<file path="src/rtl/ctts_pkg.sv">
`timescale 1ns / 1ps

package ctts_pkg;

    localparam int VERTEX_BITS = 31;
    localparam int ID_W        = 31;
    localparam int CNT_W       = 31;

    typedef logic [ID_W-1:0]  t_id;
    typedef logic [CNT_W-1:0] t_cnt;
    typedef logic [2:0]       t_face;
    typedef logic [2:0]       t_cidx;
    typedef logic [3:0][ID_W-1:0] t_quad;

    localparam t_id ID_MASK = (VERTEX_BITS >= ID_W) ? {ID_W{1'b1}}
                            : t_id'((64'd1 << VERTEX_BITS) - 64'd1);
    localparam t_cnt CNT_MAX = {CNT_W{1'b1}};

    localparam logic [1:0] SHAPE_TET     = 2'd0;
    localparam logic [1:0] SHAPE_HEX     = 2'd1;
    localparam logic [1:0] SHAPE_PRISM   = 2'd2;
    localparam logic [1:0] SHAPE_PYRAMID = 2'd3;

    localparam t_cidx HEX_FACES [6][4] = '{
        '{3'd0, 3'd3, 3'd2, 3'd1}, '{3'd4, 3'd5, 3'd6, 3'd7},
        '{3'd0, 3'd1, 3'd5, 3'd4}, '{3'd1, 3'd2, 3'd6, 3'd5},
        '{3'd2, 3'd3, 3'd7, 3'd6}, '{3'd3, 3'd0, 3'd4, 3'd7}
    };
    localparam t_cidx PRISM_FACES [5][4] = '{
        '{3'd0, 3'd2, 3'd1, 3'd0}, '{3'd3, 3'd4, 3'd5, 3'd0},
        '{3'd0, 3'd1, 3'd4, 3'd3}, '{3'd1, 3'd2, 3'd5, 3'd4},
        '{3'd2, 3'd0, 3'd3, 3'd5}
    };
    localparam t_cidx PYRAMID_FACES [5][4] = '{
        '{3'd0, 3'd3, 3'd2, 3'd1}, '{3'd0, 3'd1, 3'd4, 3'd0},
        '{3'd1, 3'd2, 3'd4, 3'd0}, '{3'd2, 3'd3, 3'd4, 3'd0},
        '{3'd3, 3'd0, 3'd4, 3'd0}
    };

    typedef enum logic [2:0] {
        SEL_TET,
        SEL_AC_FIRST,
        SEL_AC_SECOND,
        SEL_BD_FIRST,
        SEL_BD_SECOND
    } t_emit_sel;

    typedef struct packed {
        logic      busy;
        logic      cmp;
        logic      emit;
        logic      last;
        t_emit_sel sel;
        t_face     face;
    } t_seq_ctrl;

    typedef struct packed {
        logic [1:0] cell_shape;
        t_id        corner_0;
        t_id        corner_1;
        t_id        corner_2;
        t_id        corner_3;
        t_id        corner_4;
        t_id        corner_5;
        t_id        corner_6;
        t_id        corner_7;
        t_id        center_vertex;
    } t_cell_in;

    typedef struct packed {
        t_id  tet_apex;
        t_id  tet_b;
        t_id  tet_c;
        t_id  tet_d;
        t_cnt tet_number;
        logic last_of_cell;
    } t_tet_out;

    function automatic t_id vid(input t_id x);
        return x & ID_MASK;
    endfunction

    function automatic t_face num_faces(input logic [1:0] shape);
        t_face n;
        case (shape)
            SHAPE_TET: n = 3'd1;
            SHAPE_HEX: n = 3'd6;
            default:   n = 3'd5;
        endcase
        return n;
    endfunction

    function automatic logic face_is_quad(input logic [1:0] shape, input t_face face);
        logic q;
        case (shape)
            SHAPE_HEX:     q = 1'b1;
            SHAPE_PRISM:   q = (face >= 3'd2);
            SHAPE_PYRAMID: q = (face == 3'd0);
            default:       q = 1'b0;
        endcase
        return q;
    endfunction

    function automatic t_cidx face_corner(input logic [1:0] shape, input t_face face,
                                          input logic [1:0] j);
        t_cidx idx;
        case (shape)
            SHAPE_HEX:     idx = HEX_FACES[face][j];
            SHAPE_PRISM:   idx = PRISM_FACES[face][j];
            SHAPE_PYRAMID: idx = PYRAMID_FACES[face][j];
            default:       idx = {1'b0, j};
        endcase
        return idx;
    endfunction

endpackage

</file>
<file path="src/rtl/ctts_diag.sv">
`timescale 1ns / 1ps

module ctts_diag import ctts_pkg::*; (
    input  t_quad i_face,
    output logic  o_ac_first
);

    t_id ac_lo;
    t_id ac_hi;
    t_id bd_lo;
    t_id bd_hi;

    always_comb begin
        ac_lo = (i_face[0] < i_face[2]) ? i_face[0] : i_face[2];
        ac_hi = (i_face[0] < i_face[2]) ? i_face[2] : i_face[0];
        bd_lo = (i_face[1] < i_face[3]) ? i_face[1] : i_face[3];
        bd_hi = (i_face[1] < i_face[3]) ? i_face[3] : i_face[1];
        o_ac_first = (ac_lo < bd_lo) || ((ac_lo == bd_lo) && (ac_hi < bd_hi));
    end

endmodule

</file>
<file path="src/rtl/ctts_seq.sv">
`timescale 1ns / 1ps

module ctts_seq import ctts_pkg::*; (
    input  logic       i_clk,
    input  logic       i_rst_n,
    input  logic       i_start,
    input  logic [1:0] i_shape,
    input  logic       i_ac_first,
    input  logic       i_out_free,
    output t_seq_ctrl  o_ctrl
);

    typedef enum logic [1:0] {
        S_IDLE,
        S_CMP,
        S_EMIT0,
        S_EMIT1
    } t_state;

    t_state     r_state;
    logic [1:0] r_shape;
    t_face      r_face;
    logic       r_ac_first;

    t_face n_face;
    logic  quad;
    logic  last_face;
    logic  next_quad;

    always_comb begin
        n_face    = r_face + 3'd1;
        quad      = face_is_quad(r_shape, r_face);
        next_quad = face_is_quad(r_shape, n_face);
        last_face = (r_face == num_faces(r_shape) - 3'd1);

        o_ctrl.busy = (r_state != S_IDLE);
        o_ctrl.cmp  = (r_state == S_CMP);
        o_ctrl.emit = ((r_state == S_EMIT0) || (r_state == S_EMIT1)) && i_out_free;
        o_ctrl.last = last_face && ((r_state == S_EMIT1) || ((r_state == S_EMIT0) && !quad));
        o_ctrl.face = r_face;
        if (r_state == S_EMIT1) begin
            o_ctrl.sel = r_ac_first ? SEL_AC_SECOND : SEL_BD_SECOND;
        end else if (r_shape == SHAPE_TET) begin
            o_ctrl.sel = SEL_TET;
        end else if (!quad || r_ac_first) begin
            o_ctrl.sel = SEL_AC_FIRST;
        end else begin
            o_ctrl.sel = SEL_BD_FIRST;
        end
    end

    always_ff @(posedge i_clk) begin
        if (!i_rst_n) begin
            r_state <= S_IDLE;
        end else begin
            case (r_state)
                S_IDLE: begin
                    if (i_start) begin
                        r_shape <= i_shape;
                        r_face  <= 3'd0;
                        r_state <= face_is_quad(i_shape, 3'd0) ? S_CMP : S_EMIT0;
                    end
                end
                S_CMP: begin
                    r_ac_first <= i_ac_first;
                    r_state    <= S_EMIT0;
                end
                S_EMIT0, S_EMIT1: begin
                    if (i_out_free) begin
                        if (r_state == S_EMIT0 && quad) begin
                            r_state <= S_EMIT1;
                        end else if (last_face) begin
                            r_state <= S_IDLE;
                        end else begin
                            r_face  <= n_face;
                            r_state <= next_quad ? S_CMP : S_EMIT0;
                        end
                    end
                end
                default: begin
                    r_state <= S_IDLE;
                end
            endcase
        end
    end

endmodule

</file>
<file path="src/rtl/cell_to_tetra_splitter.sv">
`timescale 1ns / 1ps

// Splits one volume cell into tetrahedra coned to the cell's center vertex;
// a tetrahedron cell is passed on as itself. Input channel: i_valid / o_stall
// carry one cell beat (t_cell_in). The block raises o_stall from the beat
// after acceptance until its last tetrahedron has been loaded into the output register.
// Output channel: o_valid / i_stall carry one tetrahedron beat (t_tet_out);
// last_of_cell marks the final tetrahedron of a cell.
// Sequence: one shared diagonal compare unit is used for each quad face; a
// quad face passes the compare state (S_CMP) and then emits two tetrahedra
// split along the chosen diagonal, and a triangle face emits one tetrahedron.
// The first result is registered without a compare state for a tetrahedron
// or prism, and after the compare state for a hexahedron or pyramid.
// Receiver stall: the output register holds its beat and the sequencer waits;
// the next cell is taken while the final beat of a cell still waits.
// Reset: synchronous, active low; clears the sequencer, the output valid and
// the running tetrahedron number, which saturates at its maximum.

module cell_to_tetra_splitter import ctts_pkg::*; (
    input  logic     i_clk,
    input  logic     i_rst_n,
    input  logic     i_valid,
    output logic     o_stall,
    input  t_cell_in i_cell,
    output logic     o_valid,
    input  logic     i_stall,
    output t_tet_out o_tet
);

    t_seq_ctrl ctrl;
    t_cell_in  r_cell;
    t_tet_out  r_out;
    logic      r_out_valid;
    t_cnt      r_cnt;

    t_cnt     n_cnt;
    t_tet_out n_out;
    logic     start;
    logic     out_free;
    logic     ac_first;
    t_id      corner [8];
    t_id      center;
    t_quad    face;

    assign start    = i_valid && !ctrl.busy;
    assign out_free = !r_out_valid || !i_stall;
    assign o_stall  = ctrl.busy;
    assign o_valid  = r_out_valid;
    assign o_tet    = r_out;

    always_comb begin
        corner[0] = vid(r_cell.corner_0);
        corner[1] = vid(r_cell.corner_1);
        corner[2] = vid(r_cell.corner_2);
        corner[3] = vid(r_cell.corner_3);
        corner[4] = vid(r_cell.corner_4);
        corner[5] = vid(r_cell.corner_5);
        corner[6] = vid(r_cell.corner_6);
        corner[7] = vid(r_cell.corner_7);
        center    = vid(r_cell.center_vertex);
        for (int j = 0; j < 4; j++) begin
            face[j] = corner[face_corner(r_cell.cell_shape, ctrl.face, 2'(j))];
        end
    end

    ctts_diag u_diag (
        .i_face     (face),
        .o_ac_first (ac_first)
    );

    ctts_seq u_seq (
        .i_clk      (i_clk),
        .i_rst_n    (i_rst_n),
        .i_start    (start),
        .i_shape    (i_cell.cell_shape),
        .i_ac_first (ac_first),
        .i_out_free (out_free),
        .o_ctrl     (ctrl)
    );

    always_comb begin
        n_cnt = (r_cnt == CNT_MAX) ? r_cnt : r_cnt + 1'b1;
        n_out.tet_apex     = center;
        n_out.tet_b        = face[0];
        n_out.tet_c        = face[1];
        n_out.tet_d        = face[2];
        n_out.tet_number   = n_cnt;
        n_out.last_of_cell = ctrl.last;
        case (ctrl.sel)
            SEL_TET: begin
                n_out.tet_apex = face[0];
                n_out.tet_b    = face[1];
                n_out.tet_c    = face[2];
                n_out.tet_d    = face[3];
            end
            SEL_AC_FIRST: begin
                n_out.tet_b = face[0];
                n_out.tet_c = face[1];
                n_out.tet_d = face[2];
            end
            SEL_AC_SECOND: begin
                n_out.tet_b = face[0];
                n_out.tet_c = face[2];
                n_out.tet_d = face[3];
            end
            SEL_BD_FIRST: begin
                n_out.tet_b = face[1];
                n_out.tet_c = face[2];
                n_out.tet_d = face[3];
            end
            SEL_BD_SECOND: begin
                n_out.tet_b = face[1];
                n_out.tet_c = face[3];
                n_out.tet_d = face[0];
            end
            default: begin
                n_out.tet_b = face[0];
            end
        endcase
    end

    always_ff @(posedge i_clk) begin
        if (start) begin
            r_cell <= i_cell;
        end
        if (ctrl.emit) begin
            r_out <= n_out;
        end
    end

    always_ff @(posedge i_clk) begin
        if (!i_rst_n) begin
            r_out_valid <= 1'b0;
            r_cnt       <= '0;
        end else if (ctrl.emit) begin
            r_out_valid <= 1'b1;
            r_cnt       <= n_cnt;
        end else if (!i_stall) begin
            r_out_valid <= 1'b0;
        end
    end

    a_busy_after_accept: assert property (@(posedge i_clk) disable iff (!i_rst_n)
        (i_valid && !o_stall) |=> o_stall)
        else $error("block not busy after cell accept");

    a_idle_after_last: assert property (@(posedge i_clk) disable iff (!i_rst_n)
        (ctrl.emit && ctrl.last) |=> !o_stall)
        else $error("block still busy after last tetrahedron");

    a_count_step: assert property (@(posedge i_clk) disable iff (!i_rst_n)
        (ctrl.emit && r_cnt != CNT_MAX) |=> (r_cnt == $past(r_cnt) + 1'b1))
        else $error("tetrahedron number did not advance");

    a_emit_only_busy: assert property (@(posedge i_clk) disable iff (!i_rst_n)
        ctrl.emit |-> (ctrl.busy && !ctrl.cmp))
        else $error("tetrahedron emitted outside emit phase");

endmodule
</file>
<file path="config.mk">
export PLATFORM = sky130hd
export DESIGN_NAME = cell_to_tetra_splitter
export DESIGN_NICKNAME = d
export VERILOG_FILES = /design/src/rtl/ctts_pkg.sv /design/src/rtl/ctts_diag.sv /design/src/rtl/ctts_seq.sv /design/src/rtl/cell_to_tetra_splitter.sv
export SDC_FILE = /design/constraint.sdc
export NUM_CORES = 2
export LEC_CHECK = 0
export BUFFER_PORTS_ARGS = -buffer_cell sky130_fd_sc_hd__buf_2
export CORE_MARGIN = 3
export CORE_UTILIZATION = 41
export DETAILED_ROUTE_END_ITERATION = 8
export SETUP_SLACK_MARGIN = 0.5
export SYNTH_ARGS = -nofsm -noshare
export SYNTH_HDL_FRONTEND = slang
export SYNTH_SLANG_ARGS = --single-unit
</file>
<file path="constraint.sdc">
create_clock -name i_clk -period 15.9 [get_ports i_clk]
set_input_delay 4.77 -clock i_clk [delete_from_list [all_inputs] [get_ports i_clk]]
set_output_delay 4.77 -clock i_clk [all_outputs]
set_load 0.05 [all_outputs]
</file>
# Word-level counts from Yosys, hierarchy flattened
# Memory sizes are Yosys's and may differ from the RTL's.
# Index checks and enable logic that the tools add are counted.
[op_classes] add_sub_neg=3 order_cmp=11 eq_ne=22 muxes=55 bitwise_logic=5 n_reduce_logical=30
[op_table] cell="2-to-1 mux 31 bit" n=15
[op_table] cell="binary-select mux 31 bit (select 3 bit)" n=4
[op_table] cell="less-than comparator 31 bit" n=4
[op_table] cell="case mux 62 bit (2 select lines)" n=1
[op_table] cell="2-to-1 mux 12 bit" n=6
[op_table] cell="case mux 3 bit (3 select lines)" n=4
[op_table] cell="adder 31 x 1 -> 31 bit (second input constant)" n=1
[op_table] cell="== test 31 bit" n=1
[op_table] cell="== test 31 bit (second input constant)" n=1
[op_table] cell="2-to-1 mux 3 bit" n=7
[op_table] cell="greater-or-equal comparator 4 bit (second input constant)" n=5
[op_table] cell="NOT 3 -> 4 bit" n=5
[op_table] cell="== test 2 bit (second input constant)" n=7
[op_table] cell="2-to-1 mux 2 bit" n=7
[op_table] cell="case mux 3 bit (2 select lines)" n=2
[op_table] cell="zero test 3 bit" n=3
[op_table] cell="== test 2 x 1 -> 1 bit (second input constant)" n=4
[op_table] cell="== test 3 x 2 -> 1 bit (second input constant)" n=2
[op_table] cell="greater-or-equal comparator 3 x 2 -> 1 bit (second input constant)" n=2
[op_table] cell="logical AND 1 bit" n=6
[op_table] cell="2-to-1 mux 1 bit" n=6
[op_table] cell="inequality test 2 bit (second input constant)" n=3
[op_table] cell="case mux 1 bit (3 select lines)" n=2
[op_table] cell="case mux 2 bit (3 select lines)" n=1
[op_table] cell="other kinds (14)" n=27
[totals] register_bits=477 mem_bits_ro=288 in_bits=285 output_inout_bits=158 wordCells=151 memories=3
[mem_list] name="(name not given)" words=8 word_bits=12 rd=1 rd_clocked_by_memory_dff=0 wr=0 line_no="ctts_pkg.sv:110" source="SHAPE_PYRAMID: idx = PYRAMID_FACES[face][j];"
[mem_list] name="(name not given)" words=8 word_bits=12 rd=1 rd_clocked_by_memory_dff=0 wr=0 line_no="ctts_pkg.sv:109" source="SHAPE_PRISM: idx = PRISM_FACES[face][j];"
[mem_list] name="(name not given)" words=8 word_bits=12 rd=1 rd_clocked_by_memory_dff=0 wr=0 line_no="ctts_pkg.sv:108" source="SHAPE_HEX: idx = HEX_FACES[face][j];"

# Depth between registers and ports, before layout
[logic_depth] ltp_word=14 ltp_mapped=32 ltp_nobuf=29

# Cells and area by module
# Synthesis repeated with hierarchy kept, for this count alone.
[hier_totals] cells_unflattened=3010 area_unflattened_um2=30839.6
[by_module_without_submodules] mod="cell_to_tetra_splitter" instances=1 cells_per_inst=2411 area_each_um2=26095.0 seq_area_each_um2=13763.2
[by_module_without_submodules] mod="ctts_diag" instances=1 cells_per_inst=540 area_each_um2=4179.0 seq_area_each_um2=0.0
[by_module_without_submodules] mod="ctts_seq" instances=1 cells_per_inst=59 area_each_um2=565.5 seq_area_each_um2=220.2

# Worst setup path after synthesis
# No wires, ideal clock.
[synth_path] kind="input port to flip-flop" from="input i_valid" to="register u_seq.r_face[0] (enable)" setup_time_ns=0.348 t_arrival_ns=11.975 required_time_ns=15.552 path_slack_ns=3.577 path_stages=3 path_buffers=0 cell_sequence="and2_1 o21ai_0 a21oi_1"
[synth_between] elab_chain_len=3
[synth_lines] item="start, declared" line_no="cell_to_tetra_splitter.sv:22" source="input logic i_valid,"
[synth_lines] item="logical AND 1 bit" line_no="cell_to_tetra_splitter.sv:45" source="assign start = i_valid && !ctrl.busy;"
[synth_lines] item="inequality test 2 bit (no source line)"
[synth_lines] item="AND reduction 6 bit (no source line)"
[synth_lines] item="end signal, assigned" line_no="ctts_seq.sv:75" source="r_face <= n_face;"
[synth_lines] item="end, declared" line_no="ctts_seq.sv:22" source="t_face r_face;"
# Every way passes these cells.
# A chain may end at the register's enable or synchronous reset.

# Worst setup path in the final report
[layout_path] from="register u_seq.r_face[2]" to="register u_seq.r_ac_first, data pin"
[layout_between] elab_chain_len=14 word_cells_on_any_way=41 cone_classes="order compare: 4; eq/ne: 1; mux: 26; bitwise: 5; reduce/logical: 2; memory: 3"
[layout_lines] item="NOT 3 -> 4 bit (implied by the code) *" line_no="ctts_pkg.sv:108, ctts_pkg.sv:109, ctts_pkg.sv:110"
[layout_lines] item="memory read (8 x 12 bit), on equally long branches"
[layout_lines] item="2-to-1 mux 12 bit, on equally long branches (2 in a row)" line_no="ctts_pkg.sv:110, ctts_pkg.sv:108, ctts_pkg.sv:109"
[layout_lines] item="case mux 3 bit (3 select lines)" line_no="ctts_pkg.sv:107" source="case (shape)"
[layout_lines] item="NOT 3 -> 4 bit (implied by the code)" line_no="cell_to_tetra_splitter.sv:62" source="face[j] = corner[face_corner(r_cell.cell_shape, ctrl.face, 2'(j))];"
[layout_lines] item="binary-select mux 31 bit (select 3 bit)" line_no="cell_to_tetra_splitter.sv:62"
[layout_lines] item="2-to-1 mux 31 bit (implied by the code) (2 in a row)" line_no="cell_to_tetra_splitter.sv:62"
[layout_lines] item="less-than comparator 31 bit, on equally long branches"
[layout_lines] item="2-to-1 mux 31 bit, on equally long branches"
[layout_lines] item="less-than comparator 31 bit or == test 31 bit (tied branches)" line_no="ctts_diag.sv:18" source="o_ac_first = (ac_lo < bd_lo) || ((ac_lo == bd_lo) && (ac_hi < bd_hi));"
[layout_lines] item="logical AND 1 bit" line_no="ctts_diag.sv:18"
[layout_lines] item="logical OR 1 bit *" line_no="ctts_diag.sv:18"
[layout_lines] item="net ac_first" line_no="cell_to_tetra_splitter.sv:40" source="logic ac_first;"
[layout_lines] item="end signal, assigned" line_no="ctts_seq.sv:65" source="r_ac_first <= i_ac_first;"
[layout_lines] item="end, declared" line_no="ctts_seq.sv:23" source="logic r_ac_first;"
# Mark *: on every way through the listed nets, which the timed path passes. The rest lies on a longest branch. The select of a mux whose other input is x is not followed.

==> results.cfg <==
[critical_path]
regToRegSetupSlack_ns = 6.70
critPathLaunchType = flip-flop
worstPathCellList = nor2b_1 -> a31oi_1 -> and2_2 -> buf_4 -> a311oi_1 -> a31oi_1 -> ha_1 -> a2111oi_0 -> o21ai_0 -> o211ai_1 -> and4b_1 -> nand3_1 -> o21ai_4 -> buf_4 -> mux2i_1 -> ha_1 -> a2111oi_0 -> o31ai_1 -> a2111oi_0 -> o21ai_0 -> a21boi_0 -> a31oi_1 -> o21bai_1
arrival_ns = 9.68
slowest_delay_ns = 0.96
reg2reg_depth = 23
path_max_fanout = 63
cp_slowest_cell = edfxtp_1
crit_type = flip-flop to flip-flop
r2r-start = u_seq.r_face[2]$_SDFFCE_PP0P_
worstPathRequired_ns = 16.38
cp-end-kind = flip-flop
r2r-end = u_seq.r_ac_first$_DFFE_PP_

[timing]
slew_violations = 0
hold_viol = 0
finClkSkew_ns = 0.0379
fin_setup_tns_ns = 0
slew_headroom_pct = 12.9
setup_viol_count_final = 0
period_needed_ns = 9.20
worst_pin_slew_ns = 1.31
period_share_pct = 57.8
max_freq_mhz = 109
rsz0062_at_grt = no

[grt]
grt.overflow.total = 0
antenna_found_initial = 9
track_usage_pct = 28.3
grt_max_degree = 187
grt_pass1_wl_mm = 162
grt_pass1_vias = 24400

[place]
dp_cells = 4458
placed_cell_area_mm2 = 0.0331
place.gp.congestion = 0.962
dp_hpwl_mm = 79.6
port-buffer-count = 442

[logic_synthesis]
ys_async_sr_fraction_pct = 0
synth_area_mm2 = 0.0298
yosysWarningCount = 0
syn_inst = 3199
synth_top_area_share_pct = 44.7
netlist_top_cells_count = 778 x nand2_1, 443 x edfxtp_1, 204 x nand3_1, 185 x clkbuf_1, 158 x a21oi_1
synth_top_cells_by_area = edfxtp_1 45%, nand2_1 9.8%, ha_1 5.4%, nand3_1 3.4%, a21oi_1 2.7%
ys_seq_elements = 477
synth_cell_types = 76
yosysMostFrequentCell = nand2_1
syn-num-nets = 3613
synth_top_area_cell = edfxtp_1
ys.flop_type = edfxtp_1
synth_area_per_cell_um2 = 9.31
synth_edf_count = 443
synth-seq-area-share_pct = 47.0

[layout]
area_delta_synth_final_pct = 17.4
final_util_pct = 48.7
fin_nets = 3978
final_area_mm2 = 0.0350
layout-drive-gt1-share_pct = 20.4
final_cells = 4563

[clock_tree]
root_buffer = clkbuf_16
clock_sinks = 477
h-tree-depth = 2
clk_latency_ns = 0.64
path_clk_slew_ns = 0.07
ctsResizeCount = 0
post_cts_buffers = 0
cts_tree = yes
postCtsHoldBufs = 0
cts-buffers-inserted = 54
clk_path_buf_depth = 3

[detailed_routing]
drtIter0Drc = 3399
wl_per_cell_um = 24.5
drc = 0
viasPerCell = 5.95
firstDrtPassIters = 7
antenna_left = 0
num_vias = 27100
drt-total-wl_mm = 112

[die]
die_x_um = 275
fp.dieArea_mm2 = 0.0759
pin_count = 443
num_rows = 98
die_y_um = 275
core_area_mm2 = 0.0717
initial_utilization_pct = 41.5

[hold_path]
whs_endpoint = r_cnt[16]$_SDFFE_PN0P_
holdPathStages = 2
min_path_type = flip-flop to flip-flop
hold_start = r_cnt[16]$_SDFFE_PN0P_

[pwr]
ir_drop_mv = 0.0953
power.density_mw_per_mm2 = 150
cellLeakagePower_nw = 14.4

[run]
drv_cap = 0

[status]
outcome = complete, no violations
[worst max-delay path, delay by kind of cell, from the launching register on]
family,cells,cell delay (ns)
adders and majority gates,2,0.64
buffers and inverters,2,1.46
muxes,1,0.27
AOI/OAI and AO/OA,14,4.26
and+or+nand+nor,4,1.41
DFF,1,0.96
[logic make-up after synthesis]
logic type                 after synthesis  share of synthesized area [%]
AOI/OAI and AO/OA                      675                           15.2
xor gates and xnor gates                52                           1.53
adders and majority gates              129                           5.42
buffers and inverters                  313                           4.25
DFF                                    477                           47.0
muxes                                  151                           5.48
and+or+nand+nor                       1402                           21.1
[report_power, final]
group,internal [mW],switching (mW),leakage [nW]
Combinational,0.847,1.45,9.06
Sequential,1.54,0.108,4.48
Clock,0.742,0.537,0.868
[metrics by stage]
step	hold WS, ns	power [mW]	worst slack, ns
2_1_floorplan	0.485	3.23	3.58
3_3_place_gp	0.516	3.90	7.02
3_5_place_dp	0.523	3.92	6.90
4_1_cts	0.535	5.21	6.87
5_1_grt	0.569	5.49	5.95
6_report	0.528	5.23	6.70
[sequential cells by signal, summed over array words and instances (netlist names)]
name and cells:
r_cell 2, o_valid 1, u_seq.r_face 3, u_seq.r_state 2, o_tet 156, r_cnt 31, u_seq.r_shape 2, center 31
u_seq.r_ac_first 1, corner 248
[worst max path at each step]
stage / startpoint / to / slack (ns) / cells past startpoint
floorplan: i_valid / u_seq.r_face[0]$_SDFFCE_PP0P_ / 3.58 / 3
finish: u_seq.r_face[2]$_SDFFCE_PP0P_ / u_seq.r_ac_first$_DFFE_PP_ / 6.70 / 23
CTS: u_seq.r_face[2]$_SDFFCE_PP0P_ / u_seq.r_ac_first$_DFFE_PP_ / 6.87 / 25
global placement: u_seq.r_face[2]$_SDFFCE_PP0P_ / u_seq.r_ac_first$_DFFE_PP_ / 7.02 / 24
detailed placement: u_seq.r_face[2]$_SDFFCE_PP0P_ / u_seq.r_ac_first$_DFFE_PP_ / 6.90 / 25
global route: u_seq.r_face[2]$_SDFFCE_PP0P_ / u_seq.r_ac_first$_DFFE_PP_ / 5.95 / 23
[layer usage]
metal | routed length, um | global-route usage, %
met5 | 50 | 0
met1 | 48900 | 42.2
met2 | 47200 | 41.0
met4 | 3220 | 8.20
met3 | 12700 | 6.19
[cell usage in the layout, fill, tap and decap left out, types with 13 or more instances in the layout]
master / count
dfxtp_1: 34
nand3_1: 204
a21oi_1: 158
buf_4: 107
xor2_1: 13
a31oi_1: 123
edfxtp_1: 443
buf_2: 442
mux2i_1: 79
a21o_1: 32
mux2_2: 65
nand4_1: 28
a311oi_1: 89
ha_1: 129
o22a_1: 30
a211oi_1: 61
and2_1: 87
inv_1: 71
nand2_1: 776
o21a_1: 15
a221oi_1: 29
and3_1: 73
o21ai_0: 81
nor2b_1: 14
clkbuf_16: 54
xnor2_1: 39
nor2_1: 151
[area by class of cell]
| class | count | area [um^2] |
|---|---|---|
| Fill cell | 6833 | 36800 |
| Timing Repair Buffer | 550 | 3040 |
| Tap cell | 950 | 1190 |
| Multi-Input combinational cell | 2409 | 14600 |
| Clock inverter | 35 | 388 |
| Sequential cell | 477 | 14000 |
| Antenna cell | 4 | 10.0 |
| Clock buffer | 66 | 1430 |
| Inverter | 72 | 275 |
No activity file was read; power rests on OpenSTA's default activity.
